--- src/hdl/char_lcd_nibble_command_generator_unit_defines.svh ---
// ----------------------------------------------------------------------------
// Character LCD nibble command generator: assertion macros
// Shared concurrent assertion forms, clocked on clk and held off in reset.
// ----------------------------------------------------------------------------
`ifndef CHAR_LCD_NIBBLE_COMMAND_GENERATOR_UNIT_DEFINES_SVH
`define CHAR_LCD_NIBBLE_COMMAND_GENERATOR_UNIT_DEFINES_SVH
`ifndef ASSERT_OFF
// condition must never hold
`define CLNCG_ASSERT_NEVER(lbl, cond, msg) \
	lbl: assert property (@(posedge clk) disable iff (!arst_n) !(cond)) \
		else $error(msg);
// antecedent implies consequent in the same cycle
`define CLNCG_ASSERT_IMPL(lbl, ante, cons, msg) \
	lbl: assert property (@(posedge clk) disable iff (!arst_n) (ante) |-> (cons)) \
		else $error(msg);
`else
`define CLNCG_ASSERT_NEVER(lbl, cond, msg)
`define CLNCG_ASSERT_IMPL(lbl, ante, cons, msg)
`endif
`endif

--- src/hdl/clncg_pkg.sv ---
// ----------------------------------------------------------------------------
// clncg_pkg
// Types, command codes, controller byte constants and address helpers for
// the character LCD nibble command generator.
// ----------------------------------------------------------------------------
package clncg_pkg;

	// command codes
	localparam logic [3:0] CMD_INIT       = 4'd0;
	localparam logic [3:0] CMD_CLEAR      = 4'd1;
	localparam logic [3:0] CMD_TEXT       = 4'd2;
	localparam logic [3:0] CMD_RAW        = 4'd3;
	localparam logic [3:0] CMD_SET_CURSOR = 4'd4;
	localparam logic [3:0] CMD_DISP_ON    = 4'd5;
	localparam logic [3:0] CMD_DISP_OFF   = 4'd6;
	localparam logic [3:0] CMD_CURS_ON    = 4'd7;
	localparam logic [3:0] CMD_CURS_OFF   = 4'd8;
	localparam logic [3:0] CMD_BLINK_ON   = 4'd9;
	localparam logic [3:0] CMD_BLINK_OFF  = 4'd10;
	localparam logic [3:0] CMD_SCROLL_L   = 4'd11;
	localparam logic [3:0] CMD_SCROLL_R   = 4'd12;
	localparam logic [3:0] CMD_CGRAM      = 4'd13;
	localparam logic [3:0] CMD_CUSTOM     = 4'd14;

	// configuration register indexes
	localparam logic REG_COLUMNS = 1'b0;
	localparam logic REG_ROWS    = 1'b1;

	// configuration reset values
	localparam logic [5:0] COLUMNS_RST = 6'd16;
	localparam logic [2:0] ROWS_RST    = 3'd2;

	localparam int MAX_ROWS = 4;

	// special characters
	localparam logic [7:0] CHAR_LF = 8'h0A;
	localparam logic [7:0] CHAR_CR = 8'h0D;

	// controller bytes
	localparam logic [7:0] BYTE_WAKE      = 8'h33;
	localparam logic [7:0] BYTE_WAKE_4BIT = 8'h32;
	localparam logic [7:0] BYTE_FSET      = 8'h20;
	localparam logic [7:0] BYTE_FSET_2L   = 8'h08;
	localparam logic [7:0] BYTE_CTRL      = 8'h08;
	localparam logic [7:0] BYTE_CLEAR     = 8'h01;
	localparam logic [7:0] BYTE_ENTRY     = 8'h06;
	localparam logic [7:0] BYTE_SHIFT_L   = 8'h18;
	localparam logic [7:0] BYTE_SHIFT_R   = 8'h1C;
	localparam logic [7:0] BYTE_CGRAM     = 8'h40;
	localparam logic [7:0] BYTE_DDRAM     = 8'h80;

	// display flag bits
	localparam logic [2:0] FLAG_DISP  = 3'b100;
	localparam logic [2:0] FLAG_CURS  = 3'b010;
	localparam logic [2:0] FLAG_BLINK = 3'b001;

	// controller bytes per command at most
	localparam int LIST_DEPTH = 6;
	localparam int LIST_CW    = $clog2(LIST_DEPTH + 1);

	// byte queue between front and back
	localparam int FIFO_DEPTH = 4;
	localparam int FIFO_AW    = $clog2(FIFO_DEPTH);

	typedef struct packed {
		logic [3:0] command;
		logic [7:0] value;
		logic [5:0] column;
		logic [1:0] row;
	} cmd_t;

	typedef struct packed {
		logic       register_select;
		logic [3:0] nibble;
		logic       last;
	} nib_t;

	// one controller byte in flight
	typedef struct packed {
		logic       rs;
		logic [7:0] data;
		logic       last;
	} ent_t;

	typedef struct packed {
		logic [5:0] columns;
		logic [2:0] rows;
	} cfg_t;

	function automatic logic [7:0] row_base(input logic [1:0] r);
		logic [7:0] b;
		case (r)
			2'd0:    b = 8'h00;
			2'd1:    b = 8'h40;
			2'd2:    b = 8'h14;
			default: b = 8'h54;
		endcase
		return b;
	endfunction

	// rows beyond the display fold back to the top row
	function automatic logic [1:0] fix_row(input logic [2:0] r, input logic [2:0] rows);
		logic [1:0] o;
		o = (r >= rows || r >= 3'(MAX_ROWS)) ? 2'd0 : r[1:0];
		return o;
	endfunction

	function automatic logic [7:0] cursor_byte(input logic [5:0] col, input logic [1:0] r);
		logic [7:0] a;
		a = BYTE_DDRAM | ({2'b00, col} + row_base(r));
		return a;
	endfunction

endpackage

--- src/hdl/char_lcd_nibble_command_generator_unit.sv ---
// ----------------------------------------------------------------------------
// char_lcd_nibble_command_generator_unit
// Character LCD command generator for a 4-bit bus: commands in, tagged
// nibbles out.
// ----------------------------------------------------------------------------
//  channel | direction | handshake          | payload
//  --------+-----------+--------------------+------------------------------
//  in      | input     | in_valid/in_stall  | in_data  (cmd_t)
//  out     | output    | out_valid/out_stall| out_data (nib_t)
//  config  | input     | wr_en              | wr_index, wr_data
//
//  A command expands to up to six controller bytes; the front pushes one
//  byte a cycle into a four-entry queue while it has room, and the back
//  emits one nibble a cycle while the output is not stalled, two per byte,
//  paced by the single output register. Command 15 expands to no bytes.
//  The front takes the next command in the cycle its last byte is queued.
//  Reset clears cursor, flags, queue and output valid; configuration
//  returns to 16 columns and 2 rows.
// ----------------------------------------------------------------------------
`include "char_lcd_nibble_command_generator_unit_defines.svh"

module char_lcd_nibble_command_generator_unit (
	input  logic             clk,
	input  logic             arst_n,
	input  logic             wr_en,
	input  logic             wr_index,
	input  logic [5:0]       wr_data,
	input  logic             in_valid,
	output logic             in_stall,
	input  clncg_pkg::cmd_t  in_data,
	output logic             out_valid,
	input  logic             out_stall,
	output clncg_pkg::nib_t  out_data
);

	clncg_pkg::cfg_t  cfg_q;
	logic             push;
	clncg_pkg::ent_t  push_data;
	logic             push_ready;
	logic             pop;
	logic             head_valid;
	clncg_pkg::ent_t  head;

	// configuration registers
	always_ff @(posedge clk or negedge arst_n) begin
		if (!arst_n) begin
			cfg_q.columns <= clncg_pkg::COLUMNS_RST;
			cfg_q.rows    <= clncg_pkg::ROWS_RST;
		end else if (wr_en) begin
			unique case (wr_index)
				clncg_pkg::REG_COLUMNS: cfg_q.columns <= wr_data;
				clncg_pkg::REG_ROWS:    cfg_q.rows    <= wr_data[2:0];
				default:                cfg_q         <= cfg_q;
			endcase
		end
	end

	clncg_front u_front (
		.clk        (clk),
		.arst_n     (arst_n),
		.cfg        (cfg_q),
		.in_valid   (in_valid),
		.in_stall   (in_stall),
		.in_data    (in_data),
		.push       (push),
		.push_data  (push_data),
		.push_ready (push_ready)
	);

	clncg_fifo u_fifo (
		.clk        (clk),
		.arst_n     (arst_n),
		.push       (push),
		.push_data  (push_data),
		.push_ready (push_ready),
		.pop        (pop),
		.head_valid (head_valid),
		.head       (head)
	);

	clncg_back u_back (
		.clk        (clk),
		.arst_n     (arst_n),
		.head_valid (head_valid),
		.head       (head),
		.pop        (pop),
		.out_valid  (out_valid),
		.out_stall  (out_stall),
		.out_data   (out_data)
	);

	// queue never overflows and is never read empty; a stalled item holds
	`CLNCG_ASSERT_NEVER(a_no_overflow, push && !push_ready, "byte queue overflow")
	`CLNCG_ASSERT_IMPL(a_no_underflow, pop, head_valid, "byte queue read while empty")
	`CLNCG_ASSERT_IMPL(a_out_hold, $past(out_valid && out_stall), out_valid && (out_data == $past(out_data)), "stalled output item changed")

endmodule

--- src/hdl/clncg_front.sv ---
// ----------------------------------------------------------------------------
// clncg_front
// Accepts commands, tracks cursor and display flags, and expands each
// command into controller bytes pushed one a cycle while the queue has room.
// ----------------------------------------------------------------------------
module clncg_front (
	input  logic             clk,
	input  logic             arst_n,
	input  clncg_pkg::cfg_t  cfg,
	input  logic             in_valid,
	output logic             in_stall,
	input  clncg_pkg::cmd_t  in_data,
	output logic             push,
	output clncg_pkg::ent_t  push_data,
	input  logic             push_ready
);

	clncg_pkg::ent_t                   list_q [clncg_pkg::LIST_DEPTH];
	logic [clncg_pkg::LIST_CW-1:0]     cnt_q;
	logic [5:0]                        col_q;
	logic [1:0]                        row_q;
	logic [2:0]                        flg_q;

	clncg_pkg::ent_t                   bl [clncg_pkg::LIST_DEPTH];
	logic [clncg_pkg::LIST_CW-1:0]     nb;
	logic [5:0]                        col_n;
	logic [1:0]                        row_n;
	logic [2:0]                        flg_n;
	logic                              accept;

	// push the head byte whenever the queue has room
	assign push      = (cnt_q != '0) && push_ready;
	assign push_data = '{rs: list_q[0].rs, data: list_q[0].data,
		last: (cnt_q == clncg_pkg::LIST_CW'(1))};
	assign in_stall  = !((cnt_q == '0) || ((cnt_q == clncg_pkg::LIST_CW'(1)) && push_ready));
	assign accept    = in_valid && !in_stall;

	// expand the command into controller bytes and next cursor state
	always_comb begin
		logic [5:0]      c1;
		logic [1:0]      r1;
		logic [1:0]      r2;
		logic            wrap;
		clncg_pkg::ent_t second;
		nb    = '0;
		col_n = col_q;
		row_n = row_q;
		flg_n = flg_q;
		c1    = col_q;
		r1    = row_q;
		r2    = '0;
		wrap  = 1'b0;
		second = '0;
		for (int i = 0; i < clncg_pkg::LIST_DEPTH; i++) begin
			bl[i] = '0;
		end
		unique case (in_data.command)
			clncg_pkg::CMD_INIT: begin
				col_n = '0;
				row_n = '0;
				flg_n = clncg_pkg::FLAG_DISP;
				bl[0] = '{rs: 1'b0, data: clncg_pkg::BYTE_WAKE, last: 1'b0};
				bl[1] = '{rs: 1'b0, data: clncg_pkg::BYTE_WAKE_4BIT, last: 1'b0};
				bl[2] = '{rs: 1'b0, data: (cfg.rows > 3'd1)
					? (clncg_pkg::BYTE_FSET | clncg_pkg::BYTE_FSET_2L)
					: clncg_pkg::BYTE_FSET, last: 1'b0};
				bl[3] = '{rs: 1'b0,
					data: clncg_pkg::BYTE_CTRL | {5'b0, clncg_pkg::FLAG_DISP}, last: 1'b0};
				bl[4] = '{rs: 1'b0, data: clncg_pkg::BYTE_CLEAR, last: 1'b0};
				bl[5] = '{rs: 1'b0, data: clncg_pkg::BYTE_ENTRY, last: 1'b0};
				nb = clncg_pkg::LIST_CW'(6);
			end
			clncg_pkg::CMD_CLEAR: begin
				bl[0] = '{rs: 1'b0, data: clncg_pkg::BYTE_CLEAR, last: 1'b0};
				nb = clncg_pkg::LIST_CW'(1);
			end
			clncg_pkg::CMD_TEXT: begin
				// wrap to the next row once past the last column
				if (col_q >= cfg.columns) begin
					wrap = 1'b1;
					c1 = '0;
					r1 = clncg_pkg::fix_row({1'b0, row_q} + 3'd1, cfg.rows);
				end
				if (in_data.value == clncg_pkg::CHAR_LF) begin
					r2 = clncg_pkg::fix_row({1'b0, r1} + 3'd1, cfg.rows);
					col_n = c1;
					row_n = r2;
					second = '{rs: 1'b0, data: clncg_pkg::cursor_byte(c1, r2), last: 1'b0};
				end else if (in_data.value == clncg_pkg::CHAR_CR) begin
					// fold a row left past the display by a smaller geometry
					r2 = clncg_pkg::fix_row({1'b0, r1}, cfg.rows);
					col_n = '0;
					row_n = r2;
					second = '{rs: 1'b0, data: clncg_pkg::cursor_byte(6'd0, r2), last: 1'b0};
				end else begin
					col_n = c1 + 6'd1;
					row_n = r1;
					second = '{rs: 1'b1, data: in_data.value, last: 1'b0};
				end
				if (wrap) begin
					bl[0] = '{rs: 1'b0, data: clncg_pkg::cursor_byte(6'd0, r1), last: 1'b0};
					bl[1] = second;
					nb = clncg_pkg::LIST_CW'(2);
				end else begin
					bl[0] = second;
					nb = clncg_pkg::LIST_CW'(1);
				end
			end
			clncg_pkg::CMD_RAW: begin
				bl[0] = '{rs: 1'b1, data: in_data.value, last: 1'b0};
				nb = clncg_pkg::LIST_CW'(1);
			end
			clncg_pkg::CMD_SET_CURSOR, clncg_pkg::CMD_CUSTOM: begin
				r2 = clncg_pkg::fix_row({1'b0, in_data.row}, cfg.rows);
				col_n = in_data.column;
				row_n = r2;
				bl[0] = '{rs: 1'b0, data: clncg_pkg::cursor_byte(in_data.column, r2),
					last: 1'b0};
				bl[1] = '{rs: 1'b1, data: in_data.value, last: 1'b0};
				nb = (in_data.command == clncg_pkg::CMD_CUSTOM)
					? clncg_pkg::LIST_CW'(2) : clncg_pkg::LIST_CW'(1);
			end
			clncg_pkg::CMD_DISP_ON, clncg_pkg::CMD_DISP_OFF, clncg_pkg::CMD_CURS_ON,
			clncg_pkg::CMD_CURS_OFF, clncg_pkg::CMD_BLINK_ON,
			clncg_pkg::CMD_BLINK_OFF: begin
				case (in_data.command)
					clncg_pkg::CMD_DISP_ON:  flg_n = flg_q | clncg_pkg::FLAG_DISP;
					clncg_pkg::CMD_DISP_OFF: flg_n = flg_q & ~clncg_pkg::FLAG_DISP;
					clncg_pkg::CMD_CURS_ON:  flg_n = flg_q | clncg_pkg::FLAG_CURS;
					clncg_pkg::CMD_CURS_OFF: flg_n = flg_q & ~clncg_pkg::FLAG_CURS;
					clncg_pkg::CMD_BLINK_ON: flg_n = flg_q | clncg_pkg::FLAG_BLINK;
					default:                 flg_n = flg_q & ~clncg_pkg::FLAG_BLINK;
				endcase
				bl[0] = '{rs: 1'b0, data: clncg_pkg::BYTE_CTRL | {5'b0, flg_n}, last: 1'b0};
				nb = clncg_pkg::LIST_CW'(1);
			end
			clncg_pkg::CMD_SCROLL_L: begin
				bl[0] = '{rs: 1'b0, data: clncg_pkg::BYTE_SHIFT_L, last: 1'b0};
				nb = clncg_pkg::LIST_CW'(1);
			end
			clncg_pkg::CMD_SCROLL_R: begin
				bl[0] = '{rs: 1'b0, data: clncg_pkg::BYTE_SHIFT_R, last: 1'b0};
				nb = clncg_pkg::LIST_CW'(1);
			end
			clncg_pkg::CMD_CGRAM: begin
				bl[0] = '{rs: 1'b0,
					data: clncg_pkg::BYTE_CGRAM | {2'b00, in_data.value[2:0], 3'b000},
					last: 1'b0};
				nb = clncg_pkg::LIST_CW'(1);
			end
			default: begin
				// unused code: drop silently
				nb = '0;
			end
		endcase
	end

	// hold cursor, flags and byte count
	always_ff @(posedge clk or negedge arst_n) begin
		if (!arst_n) begin
			cnt_q <= '0;
			col_q <= '0;
			row_q <= '0;
			flg_q <= '0;
		end else if (accept) begin
			cnt_q <= nb;
			col_q <= col_n;
			row_q <= row_n;
			flg_q <= flg_n;
		end else if (push) begin
			cnt_q <= cnt_q - clncg_pkg::LIST_CW'(1);
		end
	end

	// load the byte list, advance it on each push
	always_ff @(posedge clk) begin
		if (accept) begin
			for (int i = 0; i < clncg_pkg::LIST_DEPTH; i++) begin
				list_q[i] <= bl[i];
			end
		end else if (push) begin
			for (int i = 0; i < clncg_pkg::LIST_DEPTH - 1; i++) begin
				list_q[i] <= list_q[i+1];
			end
		end
	end

endmodule

--- src/hdl/clncg_fifo.sv ---
// ----------------------------------------------------------------------------
// clncg_fifo
// Short byte queue between the command front and the nibble back.
// ----------------------------------------------------------------------------
module clncg_fifo (
	input  logic             clk,
	input  logic             arst_n,
	input  logic             push,
	input  clncg_pkg::ent_t  push_data,
	output logic             push_ready,
	input  logic             pop,
	output logic             head_valid,
	output clncg_pkg::ent_t  head
);

	clncg_pkg::ent_t                mem_q [clncg_pkg::FIFO_DEPTH];
	logic [clncg_pkg::FIFO_AW-1:0]  wr_ptr_q;
	logic [clncg_pkg::FIFO_AW-1:0]  rd_ptr_q;
	logic [clncg_pkg::FIFO_AW:0]    cnt_q;

	assign push_ready = (cnt_q != (clncg_pkg::FIFO_AW+1)'(clncg_pkg::FIFO_DEPTH));
	assign head_valid = (cnt_q != '0);
	assign head       = mem_q[rd_ptr_q];

	// advance pointers and fill count
	always_ff @(posedge clk or negedge arst_n) begin
		if (!arst_n) begin
			wr_ptr_q <= '0;
			rd_ptr_q <= '0;
			cnt_q    <= '0;
		end else begin
			if (push) begin
				wr_ptr_q <= wr_ptr_q + clncg_pkg::FIFO_AW'(1);
			end
			if (pop) begin
				rd_ptr_q <= rd_ptr_q + clncg_pkg::FIFO_AW'(1);
			end
			case ({push, pop})
				2'b10:   cnt_q <= cnt_q + (clncg_pkg::FIFO_AW+1)'(1);
				2'b01:   cnt_q <= cnt_q - (clncg_pkg::FIFO_AW+1)'(1);
				default: cnt_q <= cnt_q;
			endcase
		end
	end

	// store entries
	always_ff @(posedge clk) begin
		if (push) begin
			mem_q[wr_ptr_q] <= push_data;
		end
	end

endmodule

--- src/hdl/clncg_back.sv ---
// ----------------------------------------------------------------------------
// clncg_back
// Splits each queued byte into high then low nibble into the output register.
// ----------------------------------------------------------------------------
module clncg_back (
	input  logic             clk,
	input  logic             arst_n,
	input  logic             head_valid,
	input  clncg_pkg::ent_t  head,
	output logic             pop,
	output logic             out_valid,
	input  logic             out_stall,
	output clncg_pkg::nib_t  out_data
);

	logic             out_v_q;
	clncg_pkg::nib_t  out_q;
	logic             phase_q;
	logic             load;

	assign load      = !out_v_q || !out_stall;
	assign pop       = load && head_valid && phase_q;
	assign out_valid = out_v_q;
	assign out_data  = out_q;

	// output valid and nibble phase
	always_ff @(posedge clk or negedge arst_n) begin
		if (!arst_n) begin
			out_v_q <= 1'b0;
			phase_q <= 1'b0;
		end else if (load) begin
			out_v_q <= head_valid;
			if (head_valid) begin
				phase_q <= !phase_q;
			end
		end
	end

	// output payload: high nibble first, last only on the low nibble
	always_ff @(posedge clk) begin
		if (load && head_valid) begin
			out_q <= '{register_select: head.rs,
				nibble: phase_q ? head.data[3:0] : head.data[7:4],
				last: phase_q && head.last};
		end
	end

endmodule

--- config.mk ---
export PLATFORM = sky130hd
export DESIGN_NAME = char_lcd_nibble_command_generator_unit
export DESIGN_NICKNAME = d
export VERILOG_FILES = /design/src/hdl/clncg_pkg.sv /design/src/hdl/char_lcd_nibble_command_generator_unit.sv /design/src/hdl/clncg_front.sv /design/src/hdl/clncg_fifo.sv /design/src/hdl/clncg_back.sv
export VERILOG_INCLUDE_DIRS = /design/src /design/src/hdl
export SDC_FILE = /design/constraint.sdc
export NUM_CORES = 1
export LEC_CHECK = 0
export BUFFER_PORTS_ARGS = -buffer_cell sky130_fd_sc_hd__buf_2
export CORE_UTILIZATION = 60
export DETAILED_ROUTE_END_ITERATION = 10
export GPL_TIMING_DRIVEN = 0
export HOLD_SLACK_MARGIN = 0.02
export PLACE_DENSITY = 0.89
export SLEW_MARGIN = 15
export SYNTH_ARGS = -nofsm -noshare
export SYNTH_HDL_FRONTEND = slang
export SYNTH_SLANG_ARGS = --single-unit
--- constraint.sdc ---
create_clock -name clk -period 7.35 [get_ports clk]
set_clock_uncertainty 0.15 [all_clocks]
set_input_delay 1.1025 -clock clk [delete_from_list [all_inputs] [get_ports clk]]
set_output_delay 1.1025 -clock clk [all_outputs]
set_load 0.02 [all_outputs]
== Yosys cells after proc, flatten, opt, wreduce, memory -nomap -nowiden ==
Memory sizes are Yosys's and may differ from the RTL's.
Index checks and enable logic that the tools add are counted.
Word-level totals
  bits in registers: 38
  memory bits (writable): 100
  input port bits: 32
  output and inout port bits: 8
  word-level logic and storage cells: 153
  memories: 2
Operators by class
  add/sub/neg operators: 10
  magnitude comparators: 8
  equal/unequal tests: 28
  muxes and demuxes: 51
  bitwise operators: 6
  reductions and logical operators: 34
Memories
  u_front.list_q: depth 6, width 10, rd ports 6, clocked after Yosys merged registers in 0, wr ports 6, line clncg_front.sv:18  | clncg_pkg::ent_t list_q [clncg_pkg::LIST_DEPTH];
  u_fifo.mem_q: depth 4, width 10, rd ports 1, clocked after Yosys merged registers in 0, wr ports 1, line clncg_fifo.sv:16  | clncg_pkg::ent_t mem_q [clncg_pkg::FIFO_DEPTH];
Operator list (count)
  10-bit two-way mux: 9
  10-bit one-hot mux with 9 select lines: 1
  7-bit one-hot mux with 3 select lines: 4
  39-bit two-way mux: 1
  10-bit one-hot mux with 3 select lines: 1
  4-bit equality test (second input constant): 7
  6-bit two-way mux: 4
  7-bit two-way mux: 3
  2-bit two-way mux: 10
  6-bit one-hot mux with 3 select lines: 1
  4-bit by 3-bit equality test with 1-bit output (second input constant): 4
  8-bit by 4-bit equality test with 1-bit output (second input constant): 2
  3-bit one-hot mux with 5 select lines: 1
  6-bit by 7-bit adder with 7-bit output: 2
  3-bit one-hot mux with 2 select lines: 2
  3-bit one-hot mux with 4 select lines: 1
  11-bit OR reduction: 1
  2-bit by 1-bit equality test with 1-bit output (second input constant): 5
  2-bit equality test (second input constant): 5
  2-bit AND reduction: 5
  3-bit nonzero test: 3
  4-bit by 2-bit equality test with 1-bit output (second input constant): 2
  2-bit zero test: 4
  1-bit two-way mux: 8
  other kinds (26): 51

== Longest topological paths before layout ==
Gate-level depths: netlist of the first run.
  depth in word-level cells: 19
  mapped depth: 21
  depth with buffers taken out: 20

== Cells and area by module ==
From an unflattened synthesis of the first run, not the netlist that was laid out.
Unflattened totals
  cell total of the unflattened synthesis: 537
  area, all modules: 5999.5 sq um
Modules (own cells, without submodules)
  clncg_front: instances 1, cells each 410, area an instance 3422.0 sq um, seq. area each 1191.1 sq um
  clncg_fifo: instances 1, cells each 88, area an instance 1845.5 sq um, seq. area each 1376.3 sq um
  char_lcd_nibble_command_generator_unit: instances 1, cells each 21, area an instance 380.4 sq um, seq. area each 227.7 sq um
  clncg_back: instances 1, cells each 18, area an instance 351.6 sq um, seq. area each 230.2 sq um

== Least setup slack after synthesis of the first run ==
No wires, ideal clock.
  kind: reg-to-reg
  from: register u_front.row_q[0]
  to: memory u_front.list_q[0][7] (netlist name) (data pin)
  setup time: 158 ps
  arrival: 4337 ps
  required time: 7042 ps
  slack: 2706 ps
  cell stages (with the launch flop): 20
  buffers on the path: 0
  period minus slack after synthesis: 4644 ps
  cell sequence: dfrtp_1 ha_1 ha_1 a211o_1 a211oi_1 mux2i_1 inv_1 ha_1 ha_1 a211o_1 a31oi_1 and2_1 ha_1 ha_1 a21oi_1 nor2_1 a21oi_1 mux2_2 a211o_1 o211ai_1
RTL lines
  start: declaration: line clncg_front.sv:21  | logic [1:0] row_q;
  start signal: assignment: line clncg_front.sv:168  | row_q <= row_n;
  end: declaration: line clncg_front.sv:18

==> results by group, run 1 <==
Run status
  • Status: completed

Placement
  • Placed Cells: a little over 700
  • Post-DP HPWL: 11,280 um
  • Routability congestion estimate: 0.9422
  • Number of buffers added on ports: 38

STA
  • Fin crit share: around three quarters
  • TNS Setup: 0 ns
  • Hold Fails Final Rpt: 0
  • Minimum clock period: between 5 and 6 ns
  • Slew margin rel.: about 33%
  • Pins Over Slew Limit: 0
  • Fin Hold WS: approximately 0.36 ns
  • Setup Viol. Count Final: 0
  • F_max: 0.1779 GHz
  • Least-Margin Pin Slew: 1.004 ns
  • Unrepaired setup endpoints after global routing: false

Layout
  • Fin nets: between 600 and 700
  • FILL cells: around 750
  • Number of inserted diodes: 0
  • Area Overhead vs Synth: 9.261%
  • Layout cell share with drive strength beyond 1: between 10% and 20%
  • Fin cells: 736

Clock network
  • TritonCTS buffer count: 9
  • Post-CTS setup buffer count: 0
  • Hold-fix buffers, CTS: 0
  • Clock slew at reported path FFs: between 0.1 and 0.15 ns
  • Max H-tree Level: 3
  • Max clock buf depth: 2
  • Root buffer cell: clkbuf_8
  • Clk_lat worst skew: roughly 0.39 ns
  • CTS sink count: about 110
  • CTS tree: yes
  • PostCTS Resize Cnt: 0

Min path
  • Hold WC Path Type: reg -> reg
  • WHS Path Cells: 2
  • Worst Hold End: u_back.out_valid
  • Hold Startpoint: u_back.out_valid

Route
  • Starting DRT DRC Count: 457
  • Drc violations: 0
  • Final wirelength: about 15,000 um
  • Via count: ~4,600
  • WL/cell: 20.29 um
  • Via density: between 6 and 7
  • DRT Pass-1 Iters: 6
  • Antenna Nets Post-Route: 0

Die
  • Rows: 36
  • Io pins: 40
  • Die height: around 100 um
  • DIE AREA: roughly 10,000 um^2
  • Die Width: between 100 and 150 um
  • Starting density of the core: just over 60%
  • Core area: slightly below 10,000 um^2

Critical path
  • Kind of critical path: reg -> reg
  • R2r setup slk: between 1.5 and 2 ns
  • Worst R2R Path Depth: 19
  • Critical R2R Launch: u_front.row_q[0]
  • CP Max Fanout: 8
  • Critical Path AT: approximately 5.7 ns
  • Nature of the critical path endpoint: register
  • Crit start category: register
  • Critical R2R Capture: u_front.list_q[0][7]
  • Data required time of the worst path: 7.42 ns

Pwr
  • PwrDens: around 380 nW/um^2
  • Total power draw: 2467 uW
  • Leakage: 0.002613 uW
  • Max VDD drop: roughly 0.17 mV

Synth
  • Xor-xnor portion of the synthesized cell area: around 1.9%
  • Largest area contributor in the netlist: edfxtp_1
  • Post-Syn Area: between 6000 and 7000 um^2
  • Adder-cell share of the synthesized area: around 8%
  • Syn_nets: 618
  • Mux cell area share after synthesis: between 5 and 6%
  • Seq cells post-synth: approximately 110
  • Synth Area in Simple Gates: approximately 14%
  • Top cells by area, synth: edfxtp_1 37%, dfrtp_1 12%, ha_1 7.5%, mux4_2 3.7%, nand2_1 3.3%
  • Asr flop ratio synth: 30.19%
  • Register area share after synthesis: 50.32%
  • Main synth FF type: edfxtp_1
  • EDFF count, synth: 74
  • Syn Area/Cell: roughly 11 um^2
  • Share of the synthesized area in the top cell type: between 30 and 40%
  • Synth Area in Compound Gates: between 15 and 20%
  • Post-synth cell types: 63
  • Yosys warnings: 0
  • Largest family of logic cells by synthesized area: compound AO/OA/AOI/OAI gates
  • Synthesized instance count: roughly 550

Run
  • Maxcap violations: 0

Global routing
  • Initial antenna violation count: 0
  • Largest net degree at the start of global routing: 33
  • GRT Residual Overflow: 0
  • Vias in the first global route: slightly below 5,000
  • First-pass GRT wire length: ~24,000 um
  • Total GRT Usage: roughly a third
[placed cells by master (no fill, tap or decap), types with 19 or more instances in the layout]
cell / netlist / routed
o21ai_0: 34 / 34
buf_2: 4 / 42
and2_1: 19 / 19
edfxtp_1: 74 / 74
nand2_1: 53 / 53
a21oi_1: 33 / 33
inv_1: 32 / 32
nor2_1: 33 / 33
ha_1: 36 / 36
dfrtp_1: 30 / 30
[sequential cells by signal, summed over array words and instances, names as in the netlist, 2 cells and up]
name	count
u_fifo.cnt_q	3
u_front.cnt_q	3
u_back.out_data	6
u_front.flg_q	3
u_fifo.rd_ptr_q	2
u_front.col_q	6
u_front.row_q	2
u_fifo.mem_q	40
cfg_q	9
u_fifo.wr_ptr_q	2
u_front.list_q	28
[cell type report]
cell class | instances | area, um^2 | share of cell area (%)
plain buffers | 21 | 83.83 | 1.276
clock buffers | 9 | 123.9 | 1.886
clock inverters | 7 | 75.07 | 1.143
inverters | 33 | 123.9 | 1.886
multi-input cells | 389 | 2780 | 42.32
flip-flops and latches | 106 | 3025 | 46.06
well taps | 133 | 166.4 | 2.533
repair buffers | 38 | 190.2 | 2.895
[per-stage QoR]
stage | util, % | worst slack (ns) | area (um^2)
final | 67.52 | 1.729 | 6569
after detailed placement | 65.46 | 1.895 | 6369
after global placement | 65.46 | 2.114 | 6369
after floorplan | - | 2.706 | 6012
after CTS | 67.50 | 1.848 | 6568
after global routing | 67.52 | 1.385 | 6569
[worst max path at each step]
| stage | from | endpoint | depth (start not counted) |
|---|---|---|---|
| floorplan | u_front.row_q[0] | u_front.list_q[0][7] | 19 |
| global placement | u_front.row_q[0] | u_front.list_q[0][7] | 19 |
| detailed placement | u_front.row_q[0] | u_front.list_q[0][7] | 19 |
| CTS | u_front.row_q[0] | u_front.list_q[0][7] | 19 |
| global route | u_front.row_q[0] | u_front.list_q[0][7] | 19 |
| finish | u_front.row_q[0] | u_front.list_q[0][7] | 19 |
[cell usage after synthesis (4+ instances only)]
| cell type | instances |
|---|---|
| a221o_1 | 4 |
| nor3_1 | 11 |
| a22o_1 | 7 |
| o221ai_1 | 4 |
| o211ai_1 | 8 |
| nand3_1 | 11 |
| a21oi_1 | 33 |
| xor2_1 | 4 |
| o31ai_1 | 6 |
| dfrtp_1 | 30 |
| mux4_2 | 10 |
| a211oi_1 | 5 |
| ha_1 | 36 |
| o21a_1 | 4 |
| o21ai_0 | 34 |
| a31oi_1 | 8 |
| edfxtp_1 | 74 |
| and2_1 | 19 |
| xnor2_1 | 9 |
| nand2_1 | 53 |
| nor2_1 | 33 |
| nor2b_1 | 8 |
| mux2_2 | 9 |
| and3_1 | 4 |
| a21o_1 | 5 |
| a211o_1 | 6 |
| inv_1 | 32 |
| nand2b_1 | 8 |
| clkbuf_1 | 17 |
| buf_2 | 4 |
[where the power goes]
group | leakage (uW) | internal [uW] | switching [uW]
Clock | 0.0000985 | 135 | 229
Sequential | 0.00113 | 991 | 128
Combinational | 0.00139 | 380 | 604
[critical path, stage by stage, from the launching register on]
cell	delay [ns]
dfrtp_1	0.50
ha_1	0.36
ha_1	0.20
a211o_1	0.31
a211oi_1	0.54
mux2i_1	0.34
inv_1	0.18
ha_1	0.26
ha_1	0.18
a211o_1	0.28
a31oi_1	0.36
and2_1	0.27
ha_1	0.20
ha_1	0.18
a21oi_1	0.08
nor2_1	0.15
a21oi_1	0.05
mux2_2	0.28
a211o_1	0.34
o211ai_1	0.23
[metal layers]
metal	wire length, um	GRT usage [%]
met5	0	0
met4	494	16.70
met3	915	5.335
met2	7822	56.58
met1	5699	35.67
[kinds of logic after synthesis]
group / count (synthesis)
mux: 21
buf+inv: 54
compound gates: 148
xor+xnor: 13
simple gates: 169
fa+ha+maj: 38
flops: 106
No activity file was read; power rests on OpenSTA's default activity.
==> inputs of run 2 (changes only) <==
Settings changed: ABC_AREA set to 1.
Clock period 7.35 ns to 5.4 ns, I/O delays scaled along.
==> run 2 against run 1 <==
Compared with the run above:
- via count up 5.9%
- worst setup slack worse by 0.93 ns
- non-clock buffer count down 5
- combinational power up 87%
- design area up 0.17%
- first-iteration DRC count down 3.7%
- cell count up 18%
- global-route usage down 2.1 points
- sequential power up 38%
- area after synthesis up 0.19%
- fmax up 22%
- core utilization up 0.12 points
- critical path type unchanged
- critical endpoint unchanged
==> results by group, run 2 <==
Run status
  • Status: completed (unchanged)

Clock network
  • CTS sink count: 106 (unchanged)
  • TritonCTS buffer count: 9 (unchanged)
  • PostCTS Resize Cnt: 0 (unchanged)
  • Max clock buf depth: 2 (unchanged)
  • Clock slew at reported path FFs: 0.10 ns (was 0.11 ns)
  • Clk_lat worst skew: 0.38 ns (was 0.39 ns)
  • Hold-fix buffers, CTS: 0 (unchanged)
  • Root buffer cell: clkbuf_8 (unchanged)
  • Post-CTS setup buffer count: 0 (unchanged)
  • CTS tree: yes (unchanged)
  • Max H-tree Level: 3 (unchanged)

Critical path
  • Data required time of the worst path: 5.39 ns (was 7.42 ns)
  • CP Max Fanout: 8 (unchanged)
  • Max incr delay on CP: 0.53 ns (was 0.54 ns)
  • Crit start category: register (unchanged)
  • CP top delay family: simple AND/OR/NAND/NOR gates (was compound AO/OA/AOI/OAI gates)
  • Critical R2R Launch: cfg_q[7] (was u_front.row_q[0])
  • R2r setup slk: 0.80 ns (was 1.73 ns)
  • Max stage delay cell, worst path: dfstp_2 (was a211oi_1)
  • CP bufs+invs: 4 (was 1)
  • Most frequent CP cell: nand2_1 (was ha_1)
  • Nature of the critical path endpoint: register (unchanged)
  • Kind of critical path: reg -> reg (unchanged)
  • Critical Path AT: 4.59 ns (was 5.69 ns)
  • Crit path from: cfg_q[7] (was u_front.row_q[0])

Die
  • Starting density of the core: 61.91% (was 61.79%)
  • Core area: 9729 um^2 (unchanged)
  • Die height: 102.2 um (was 102.1 um)
  • Io pins: 40 (unchanged)
  • DIE AREA: 10,440 um^2 (was 10,420 um^2)
  • Die Width: 102.2 um (was 102.1 um)
  • Rows: 36 (unchanged)

Synth
  • Largest area contributor in the netlist: edfxtp_1 (unchanged)
  • EDFF count, synth: 74 (unchanged)
  • Main synth FF type: edfxtp_1 (unchanged)
  • Asr flop ratio synth: 30.19% (unchanged)
  • Post-Syn Area: 6023 um^2 (was 6012 um^2)
  • Most frequent cell after synthesis: nand2_1 (was edfxtp_1)
  • Synthesized instance count: 683 (was 549)
  • Top cells by count, synth: 137 x nand2_1, 92 x inv_1, 87 x nor2_1 (was 74 x edfxtp_1, 53 x nand2_1, 36 x ha_1)
  • Top cells by area, synth: edfxtp_1 37%, dfrtp_1 12%, nand2_1 8.5%, ha_1 7.5%, inv_1 5.7% (was edfxtp_1 37%, dfrtp_1 12%, ha_1 7.5%, mux4_2 3.7%, nand2_1 3.3%)
  • Post-synth cell types: 45 (was 63)
  • Yosys warnings: 0 (unchanged)
  • Register area share after synthesis: 50.23% (was 50.32%)
  • Syn_nets: 752 (was 618)
  • Share of the synthesized area in the top cell type: 36.89% (was 36.96%)
  • Seq cells post-synth: 106 (unchanged)
  • Syn Area/Cell: 8.819 um^2 (was 10.95 um^2)

STA
  • Pins Over Slew Limit: 0 (unchanged)
  • Setup Viol. Count Final: 0 (unchanged)
  • TNS Setup: 0 ns (unchanged)
  • Slew margin rel.: 27.89% (was 32.52%)
  • Hold Fails Final Rpt: 0 (unchanged)
  • Fin crit share: 85.20% (was 76.48%)
  • Minimum clock period: 4.601 ns (was 5.621 ns)
  • Unrepaired setup endpoints after global routing: false (unchanged)
  • Least-Margin Pin Slew: 1.080 ns (was 1.004 ns)
  • F_max: 0.2173 GHz (was 0.1779 GHz)

Layout
  • Largest reg by FF count: u_fifo.mem_q (unchanged)
  • Max reg flops: 40 (unchanged)
  • Layout cell share with drive strength beyond 1: 13.55% (was 14.59%)
  • Leading cell type in the layout, fill and taps excluded: nand2_1 (was edfxtp_1)
  • Core Util, Final: 67.63% (was 67.52%)
  • Number of inserted diodes: 0 (unchanged)
  • Fin nets: 802 (was 667)
  • Largest regs: u_fifo.mem_q: 40 flops, u_front.list_q: 28 flops, cfg_q: 9 flops (unchanged)
  • Area Overhead vs Synth: 9.244% (was 9.261%)
  • Most frequent cells in the layout: 137 x nand2_1, 92 x inv_1, 87 x nor2_1 (was 74 x edfxtp_1, 53 x nand2_1, 42 x buf_2)

Placement
  • Number of buffers added on ports: 39 (was 38)
  • Routability congestion estimate: 1.003 (was 0.9422)
  • Post-DP HPWL: 10,960 um (was 11,280 um)

Pwr
  • Max VDD drop: 0.2808 mV (was 0.1665 mV)
  • Total power draw: 3859 uW (was 2467 uW)
  • Leakage: 0.003013 uW (was 0.002613 uW)
  • PwrDens: 586.4 nW/um^2 (was 375.6 nW/um^2)

Min path
  • Hold Startpoint: cfg_q[7] (was u_back.out_valid)
  • Hold WC Path Type: reg -> reg (unchanged)

Global routing
  • Total GRT Usage: 29.37% (was 31.43%)
  • Vias in the first global route: 4,872 (was 4,833)
  • Largest net degree at the start of global routing: 33 (unchanged)
  • GRT Residual Overflow: 0 (unchanged)
  • Initial antenna violation count: 0 (unchanged)
  • First-pass GRT wire length: 22,910 um (was 24,190 um)

Route
  • Final wirelength: 14,340 um (was 14,930 um)
  • WL/cell: 16.46 um (was 20.29 um)
  • Antenna Nets Post-Route: 0 (unchanged)
  • Drc violations: 0 (unchanged)
  • Starting DRT DRC Count: 440 (was 457)
  • DRT Pass-1 Iters: 6 (unchanged)
  • Via density: 5.630 (was 6.289)
  • Via count: 4,904 (was 4,629)

Run
  • Maxcap violations: 0 (unchanged)
## run 2: per-layer routing
metal,global-route usage (%),vias to the layer above,wire (um)
met5,0,-,0
met4,11.10,0,388
met3,5.746,31,889
met2,52.76,176,7238
met1,34.74,2316,5824
li1,-,2381,-
## run 2: logic make-up after synthesis
kind of cell,after synthesis,synth area share (%)
AO/OA/AOI/OAI,137,13.67
XOR/XNOR,6,0.8724
adder cells (fa/ha/maj),37,7.811
buffers and inverters,116,7.686
flip-flops,106,50.23
AND/OR/NAND/NOR,281,19.73
## run 2: worst paths after layout
| path | to | depth (start not counted) |
|---|---|---|
| max | u_front.list_q[0][7] | 26 |
| min | cfg_q[7] | 2 |
| max reg2reg | u_front.list_q[0][7] | 26 |
| min reg2reg | cfg_q[7] | 2 |
| max in group asynchronous | u_fifo.rd_ptr_q[1] | 1 |
| min in group asynchronous | u_front.row_q[1] | 1 |
## run 2: tightest hold or removal path, stage by stage, from the launching register on
cell,delay [ns]
dfstp_2,0.37
inv_1,0.07
a21oi_1,0.06
## run 2: final cells by class
| type | instances | area, um^2 |
|---|---|---|
| Buffer | 15 | 81.33 |
| Clock buffer | 9 | 123.9 |
| Clock inverter | 7 | 71.32 |
| Fill cell | 810 | 3149 |
| Inverter | 101 | 381.6 |
| Multi-Input combinational cell | 461 | 2535 |
| Sequential cell | 106 | 3025 |
| Tap cell | 133 | 166.4 |
| Timing Repair Buffer | 39 | 195.2 |
## run 2: per-stage QoR
step	cell area, um^2	hold slack (ns)	cells	setup slack [ns]
after global placement	6385	0.3136	855	0.9866
after global routing	6580	0.3731	871	0.5206
final	6580	0.3468	871	0.7991
after detailed placement	6385	0.3304	855	0.8888
after floorplan	6023	0.2968	683	1.543
after CTS	6580	0.3496	871	0.8820
## run 2: power by group
| group | internal (uW) | switching (uW) | leakage (uW) |
|---|---|---|---|
| registers | 1380 | 160 | 0.00111 |
| clock network | 181 | 301 | 0.0000979 |
| logic | 597 | 1240 | 0.00180 |
==> inputs of run 3 (changes only) <==
Settings changed: SYNTH_HIERARCHICAL set to 1.
==> run 3 against run 2 <==
Compared with the run above:
- via count rose by 4.7%
- sequential cell count is the same
- design area increased by 3.9%
- sequential power is essentially flat
- largest cell class unchanged
- worst setup slack got worse by 0.055 ns
- sequential share of layout area down 1.7 points
- cell count up 3.6%
- global-route usage fell by 0.59 points
- highest routed layer unchanged
- critical endpoint is now u_front/list_q[0][5]
==> results by group, run 3 <==
Pwr
  • PwrDens: 597.4 nW/um^2 (was 586.4 nW/um^2)
  • Total power draw: 4084 uW (was 3859 uW)
  • Max VDD drop: 0.3520 mV (was 0.2808 mV)
  • Leakage: 0.003347 uW (was 0.003013 uW)

Critical path
  • Kind of critical path: reg -> reg (unchanged)
  • Max stage delay cell, worst path: dfstp_2 (unchanged)
  • Data required time of the worst path: 5.39 ns (about the same)
  • Critical Path AT: 4.65 ns (was 4.59 ns)
  • Crit start category: register (unchanged)
  • Nature of the critical path endpoint: register (unchanged)
  • Crit path from: cfg_q[7] (unchanged)
  • Max incr delay on CP: 0.55 ns (was 0.53 ns)
  • Most frequent CP cell: nand2_1 (unchanged)
  • Critical R2R Launch: cfg_q[7] (unchanged)
  • CP Max Fanout: 6 (was 8)

STA
  • Hold Fails Final Rpt: 0 (unchanged)
  • Setup Viol. Count Final: 0 (unchanged)
  • F_max: 0.2148 GHz (was 0.2173 GHz)
  • Worst Setup Slack, final: 0.7445 ns (was 0.7991 ns)
  • Fin crit share: 86.21% (was 85.20%)
  • Minimum clock period: 4.655 ns (was 4.601 ns)
  • Slew margin rel.: 51.38% (was 27.89%)
  • Least-Margin Pin Slew: 0.7293 ns (was 1.080 ns)
  • TNS Setup: 0 ns (unchanged)
  • Unrepaired setup endpoints after global routing: false (unchanged)
  • Pins Over Slew Limit: 0 (unchanged)

Layout
  • Area Overhead vs Synth: 9.499% (was 9.244%)
  • FILL cells: 784 (was 810)
  • Fin nets: 833 (was 802)
  • Most frequent cells in the layout: 196 x nand2_1, 111 x inv_1, 74 x edfxtp_1 (was 137 x nand2_1, 92 x inv_1, 87 x nor2_1)
  • Largest regs: u_fifo/mem_q: 40 flops, u_front/list_q: 28 flops, cfg_q: 9 flops (was u_fifo.mem_q: 40 flops, u_front.list_q: 28 flops, cfg_q: 9 flops)
  • Number of inserted diodes: 0 (unchanged)
  • Largest reg by FF count: u_fifo/mem_q (was u_fifo.mem_q)
  • Leading cell type in the layout, fill and taps excluded: nand2_1 (unchanged)
  • Multi-input logic area: 2636 um^2 (was 2535 um^2)
  • Reg area: 3025 um^2 (unchanged)
  • Max reg flops: 40 (unchanged)
  • Layout cell share with drive strength beyond 1: 15.60% (was 13.55%)

Synth
  • Top cells by count, synth: 196 x nand2_1, 111 x inv_1, 74 x edfxtp_1 (was 137 x nand2_1, 92 x inv_1, 87 x nor2_1)
  • Asr flop ratio synth: 30.19% (unchanged)
  • Seq cells post-synth: 106 (unchanged)
  • EDFF count, synth: 74 (unchanged)
  • Largest area contributor in the netlist: edfxtp_1 (unchanged)
  • Post-synth cell types: 44 (was 45)
  • Top cells by area, synth: edfxtp_1 36%, dfrtp_1 12%, nand2_1 12%, ha_1 7.2%, inv_1 6.7% (was edfxtp_1 37%, dfrtp_1 12%, nand2_1 8.5%, ha_1 7.5%, inv_1 5.7%)
  • Share of the synthesized area in the top cell type: 35.59% (was 36.89%)
  • Syn Area/Cell: 8.757 um^2 (was 8.819 um^2)
  • Most frequent cell after synthesis: nand2_1 (unchanged)
  • Post-Syn Area: 6243 um^2 (was 6023 um^2)
  • Yosys warnings: 6 (was 0)
  • Main synth FF type: edfxtp_1 (unchanged)
  • Syn_nets: 782 (was 752)
  • Register area share after synthesis: 48.46% (was 50.23%)
  • Synthesized instance count: 713 (was 683)

Min path
  • Hold WC Path Type: reg -> reg (unchanged)
  • Hold Startpoint: cfg_q[7] (unchanged)

Clock network
  • CTS tree: yes (unchanged)
  • Root buffer cell: clkbuf_8 (unchanged)
  • Max clock buf depth: 2 (unchanged)
  • Clk_lat worst skew: 0.38 ns (about the same)
  • Hold-fix buffers, CTS: 0 (unchanged)
  • CTS sink count: 106 (unchanged)
  • TritonCTS buffer count: 9 (unchanged)
  • Post-CTS setup buffer count: 0 (unchanged)
  • PostCTS Resize Cnt: 0 (unchanged)
  • Clock slew at reported path FFs: 0.10 ns (about the same)
  • Max H-tree Level: 3 (unchanged)

Placement
  • Post-DP HPWL: 11,170 um (was 10,960 um)
  • Number of buffers added on ports: 39 (unchanged)
  • Pre-CTS WS: 0.9028 ns (was 0.8888 ns)
  • Routability congestion estimate: 0.9149 (was 1.003)

Route
  • Routed met1 length: 5769 um (was 5824 um)
  • WL/cell: 16.22 um (was 16.46 um)
  • Antenna Nets Post-Route: 0 (unchanged)
  • Via count: 5,133 (was 4,904)
  • Starting DRT DRC Count: 357 (was 440)
  • Drc violations: 0 (unchanged)
  • Via density: 5.691 (was 5.630)
  • Metal3 WL: 945 um (was 889 um)
  • DRT Pass-1 Iters: 6 (unchanged)
  • Met2 Wirelength: 7463 um (was 7238 um)
  • Final wirelength: 14,630 um (was 14,340 um)
  • DR top layer: met4 (unchanged)

Die
  • Core area: 9910 um^2 (was 9729 um^2)
  • Die Width: 104.0 um (was 102.2 um)
  • Rows: 36 (unchanged)
  • Io pins: 40 (unchanged)
  • Starting density of the core: 63.01% (was 61.91%)
  • Die height: 104.0 um (was 102.2 um)
  • DIE AREA: 10,820 um^2 (was 10,440 um^2)

Run
  • Maxcap violations: 0 (unchanged)

Global routing
  • Vias in the first global route: 5,210 (was 4,872)
  • Initial antenna violation count: 0 (unchanged)
  • First-pass GRT wire length: 24,450 um (was 22,910 um)
  • Total GRT Usage: 28.78% (was 29.37%)
  • Largest net degree at the start of global routing: 33 (unchanged)
  • GRT Residual Overflow: 0 (unchanged)

Run status
  • Status: completed (unchanged)
-- run 3: changes by cell type in the layout (fill, tap and decap cells not counted), sizes merged, moves of 4 or more --
cell and delta:
buf +8, o21ai -33, a31oi -5, o211ai +18, inv +23, nand2 +61, clkbuf -6, nand3 +12
o22ai -4, nor2 -37
-- run 3: worst paths after layout --
check / end / slack (ns) / depth (start not counted)
worst max register to register: u_front/list_q[0][5] / 0.74 / 28
min in group asynchronous: cfg_q[8] / 0.33 / 1
worst min register to register: cfg_q[7] / 0.32 / 2
worst min-delay path: cfg_q[7] / 0.32 / 2
worst max-delay path: u_front/list_q[0][5] / 0.74 / 28
max in group asynchronous: u_back/out_valid / 4.31 / 1
-- run 3: worst max-delay path: cells and delay by family (launching register included) --
kind                     cells  cell delay [ns]
AO/OA/AOI/OAI                5             0.86
adder cells (fa/ha/maj)      5             1.31
buffers and inverters        6             0.51
flip-flops                   1             0.55
AND/OR/NAND/NOR             12             1.04
-- run 3: kinds of logic after synthesis --
logic type                 after synthesis  share of synthesized area (%)
AOI/OAI and AO/OA                      110                          11.32
adders and majority gates               37                          7.535
and+or+nand+nor                        317                          22.49
xor gates and xnor gates                 5                         0.7014
buffers and inverters                  138                          9.499
DFF                                    106                          48.46
-- run 3: through the flow --
step | hold WS, ns | std cells | util (%) | cell area, um^2
CTS | 0.3224 | 902 | 68.99 | 6837
detailed placement | 0.3062 | 886 | 66.97 | 6636
global route | 0.3400 | 902 | 68.99 | 6837
finish | 0.3221 | 902 | 68.99 | 6837
global placement | 0.3007 | 885 | 66.65 | 6605
floorplan | 0.2919 | 713 | - | 6243
-- run 3: where the power goes --
part	total [uW]	internal [uW]	switching [uW]
combinational	2060	702	1360
clock	481	184	296
sequential	1540	1370	171
total	4080	2260	1830
-- run 3: cell type report --
class	instances	area share, %
clock inverter	7	1.116
clock buffer	9	1.812
buffer	16	1.940
multi-input combinational	469	38.56
sequential	106	44.25
inverter	122	6.735
tap	133	2.434
timing repair buffer	40	3.148
-- run 3: per-layer routing --
layer | up-vias | track usage [%]
met5 | - | 0
met4 | 0 | 13.88
met3 | 54 | 4.887
met2 | 228 | 51.10
met1 | 2407 | 33.75
li1 | 2444 | -
